$ cat src/hw/rtl/shd_ram.sv
// Generic single-write, single-read synchronous RAM with registered read data.
module shd_ram #(
  parameter int Width = 8,
  parameter int Depth = 64,
  localparam int AW = (Depth > 1) ? $clog2(Depth) : 1
) (
  input  logic             clk_i,
  input  logic             we_i,
  input  logic [AW-1:0]    waddr_i,
  input  logic [Width-1:0] wdata_i,
  input  logic [AW-1:0]    raddr_i,
  output logic [Width-1:0] rdata_o
);

  logic [Width-1:0] mem_q [Depth];

  always_ff @(posedge clk_i) begin
    if (we_i) begin
      mem_q[waddr_i] <= wdata_i;
    end
    rdata_o <= mem_q[raddr_i];
  end

endmodule

$ cat config.mk
export PLATFORM = sky130hd
export DESIGN_NAME = shd_ram
export DESIGN_NICKNAME = d
export VERILOG_FILES = /design/src/hw/rtl/shd_ram.sv
export SDC_FILE = /design/constraint.sdc
export NUM_CORES = 1
export LEC_CHECK = 0
export ABC_CLOCK_PERIOD_IN_PS = 2190
export BUFFER_PORTS_ARGS = -buffer_cell sky130_fd_sc_hd__buf_2
export CAP_MARGIN = 5
export CORE_ASPECT_RATIO = 0.7
export CORE_MARGIN = 5
export CORE_UTILIZATION = 40
export CTS_CLUSTER_DIAMETER = 50
export DETAILED_ROUTE_END_ITERATION = 10
export PLACE_DENSITY = 0.53
export SYNTH_ARGS = -nofsm -noshare
export SYNTH_HDL_FRONTEND = slang
export SYNTH_SLANG_ARGS = --single-unit
export TNS_END_PERCENT = 30
$ cat constraint.sdc
create_clock -name clk_i -period 2.19 [get_ports clk_i]
set_input_delay 0.3285 -clock clk_i [delete_from_list [all_inputs] [get_ports clk_i]]
set_output_delay 0.3285 -clock clk_i [all_outputs]
set_load 0.01 [all_outputs]
# Yosys cells after proc, flatten, opt, wreduce, memory -nomap -nowiden
# Memory sizes are Yosys's and may differ from the RTL's. A register that Yosys moved wholly into a read port is not among the register bits.
# Index checks and enable logic that the tools add are counted.
dict set report op_classes {
  n_mux 2
}
# op count
set op_table {}
lappend op_table {{$mux W1} 2}
dict set report totals {
  regBits 0
  mem_bits_rw 512
  inputBits 22
  output_inout_bits 8
  memories 1
}
# memory depth word_bits rd rd_ports_with_merged_regs write_ports line
set mem_list {}
lappend mem_list {mem_q 64 8 1 1 1 15} ;# logic [Width-1:0] mem_q [Depth];

# Depth between registers and ports, before layout
dict set report depth {
  depth_word 2
  ltp_mapped 9
}

# Least setup slack after synthesis
# OpenSTA, ideal clock, no wires.
dict set report synth_path {
  path_type {input to register}
  startpoint {in raddr_i[1]}
  endpoint {reg rdata_o[3] (read register of mem_q)}
  setup_time_ps 128
  arrival_time_ps 1868
  required_time_ps 2062
  slack_ps 194
  cell_stages 7
  path_buffers 3
  path_cell_list {buf_4 -> buf_2 -> buf_2 -> mux4_2 -> mux4_2 -> o21ai_1 -> o41ai_1}
}
# item line
set synth_rtl {}
lappend synth_rtl {{start, declared} 11} ;# input logic [AW-1:0] raddr_i,
lappend synth_rtl {{end, declared} 12} ;# output logic [Width-1:0] rdata_o

==> results.cfg <==
[critical_path]
cp_cell_sequence = mux4_2 > mux2_2 > o221a_2 > nor3_1 > o32ai_1
critPathLaunchType = flop
required_ps = 2620
arrival_ps = 2440
crit_slowest_cell = mux4_2
cp-end-kind = flop
r2r_cells = 5
worstPathMaxFanout = 1
crit_type = flop to flop
slowest_delay_ps = 480

[floorplan]
fp.dieW_um = 278
io_pins = 30
core-area_sq_um = 49600
fp.dieH_um = 198
rows = 68
initial_core_util_pct = 40.7
dieArea_sq_um = 55100

[routing]
ant_nets = 0
drc_errors = 0
wl_um = 49000
vias_per_cell = 5.41
avgRoutedWirePerCell_um = 26.6
num_vias = 9952
drt_iter0_markers = 1120
dr.pass1.iters = 5

[timing]
slew_viol_final = 0
fin_skew_ps = 9.63
setup-tns-final_ps = 0
hold_viol_final = 0
relSlewSlack_pct = 43.4
fin_crit_sh_pct = 92.2
setup_viol = 0
maxClockFrequency_ghz = 0.495
tightestPinTransition_ps = 849
fin_crit_ps = 2020
rsz0062_at_grt = false

[logic_synthesis]
synth_top_area_share_pct = 76.2
synth_area_leaders = edfxtp_1 76%, mux4_2 14%, nor2_1 1.5%
synth.avg_cell_area_sq_um = 21.5
synth_area_leader_cell = edfxtp_1
yosys.area_share.simple_pct = 3.39
synth_top_family_by_area = multiplexers
synthAdderAreaFrac_pct = 0
yosysSeqAreaShare_pct = 77.0
syn_nets = 962
syn-cell-area_sq_um = 20200
syn_inst = 940
ys_warn_count = 0
synthMuxAreaShare_pct = 15.9
synth_compound_area_share_pct = 2.07
synthXorXnorAreaFrac_pct = 0
ys_seq_elements = 520
synth_cell_types = 40

[cells_and_area]
final_area_sq_um = 24000
drive_gt1_share_pct = 34.7
nets = 1161
fillers = 4100
area_delta_synth_final_pct = 18.8
ff_latch_area_sq_um = 15500
multi_input_area_sq_um = 4320

[global_routing]
first_global_vias = 10000
top_usage_layer = met1
gr-usage-met1_pct = 29.3
grt_use_met3_pct = 4.10
grt-ovfl-total = 0
grt_max_degree = 65
grt_pass1_wl_um = 71900
globalRouteMet2Util_pct = 24.7
grtUsageTotal_pct = 17.9
antenna_found_initial = 2

[clock_network]
ctsHoldBuffers = 0
cts_root_buffer = clkbuf_16
cts.sinks = 520
cts_buffers = 51
cts_tree = yes
worstSkewPairLatency_ps = 560
path_clk_slew_ps = 60
cts_max_path_buffers = 3
htreeDepth = 2

[placement]
dpl_cell_area_sq_um = 22300
gp_congestion = 0.794
portBuffers = 29
dp_hpwl_um = 32600

[worst_hold_path]
holdPathStages = 2
hp-class = input port to flop

[flow_run]
cap_violations = 0

[run_status]
status = complete, no violations

[power_and_ir_drop]
p_per_area_nw_per_um2 = 874
ir_drop_uv = 495
p_leak_nw = 7.81
placed cells by master (no fill, tap or decap), drive strengths merged, types with 5 or more instances in the layout:
master / Yosys / layout
o22ai: 8 / 8
dfxtp: 8 / 8
buf: 34 / 196
edfxtp: 512 / 512
mux4: 126 / 126
o221ai: 8 / 8
mux2: 13 / 13
nand2: 19 / 19
nor2b: 14 / 14
nand2b: 7 / 7
nor3: 7 / 7
nand3: 13 / 13
clkinv: 0 / 15
bufinv: 0 / 5
clkbuf: 17 / 68
nor2: 83 / 83
a221oi: 6 / 6
mux2i: 23 / 23
synthesized netlist by cell type:
library cell,instances
a221oi_1,6
a21oi_1,3
a31oi_1,1
nand2b_1,7
or3_1,1
a22oi_1,3
buf_12,2
nand2_1,19
o311ai_1,1
a211oi_1,4
dfxtp_1,8
o22ai_1,8
a2111oi_0,2
o32ai_1,2
mux2i_1,23
o21a_1,2
buf_2,11
o21ai_1,2
buf_4,13
o2111ai_1,3
o21ai_0,2
nand4b_1,1
clkbuf_1,17
nand3b_1,3
buf_1,4
buf_6,4
nand3_1,13
and2_1,1
nand4_1,2
o41ai_1,2
mux4_2,126
nor3_1,7
o221ai_1,8
nor2_1,83
o2bb2ai_1,3
nor4_1,2
mux2_2,13
o221a_2,2
nor2b_1,14
edfxtp_1,512
critical path, delay by kind of cell, from the launching register on:
| family | cells | cell delay, ps |
|---|---|---|
| AO/OA/AOI/OAI | 2 | 440 |
| AND/OR/NAND/NOR | 1 | 290 |
| multiplexers | 2 | 760 |
| flip-flops | 1 | 370 |
stage by stage:
stage               power, mW  utilization (%)  setup WS, ps  instances  hold slack [ps]
global placement         12.4             45.0          -343       1751              804
detailed placement       12.5             45.0          -400       1751              806
floorplan                11.8                -           194        940              427
finish                   20.9             48.3           171       1841              267
CTS                      21.2             48.3          58.2       1840              236
global route             21.7             48.3          50.2       1840              250
timing repair:
item / 4_1_cts / 5_1_grt
hold endpoints to repair: 0 / 0
resized for setup: 0 / 1
endpoints found under the setup margin: 0 / 1
buffers inserted: 0 / 0
power breakdown:
part	internal, mW	leakage (nW)	switching (mW)
Sequential	11.0	4.67	0.0416
Clock	5.09	0.809	3.62
Combinational	0.492	2.33	0.683
Total	16.6	7.81	4.34
state kept, by name (all words and copies together), names as in the netlist:
register / cells
mem_q: 512
rdata_o: 8
cell type report:
class	instances	area share [%]
Sequential cell	520	64.9
Multi-Input combinational cell	369	18.0
Timing Repair Buffer	197	6.77
Clock buffer	67	5.88
Tap cell	665	3.47
Clock inverter	22	0.982
Antenna cell	1	0.0104
cells by family after synthesis:
family,count (synthesis)
buf+inv,51
mux,162
flops,520
simple gates,153
compound gates,54
routing by layer:
metal	up-vias	wire length [um]
li1	4324	-
met1	5239	24200
met2	331	20200
met3	58	3780
met4	0	760
met5	-	0
worst paths after layout:
check	startpoint	end	slack, ps
worst max register to register	mem_q[29][4]	rdata_o[4]	170
worst min register to register	mem_q[23][2]	rdata_o[2]	860
worst max-delay path	mem_q[29][4]	rdata_o[4]	170
worst min-delay path	wdata_i[7]	mem_q[13][7]	270
(Power assumes the default switching activity.)
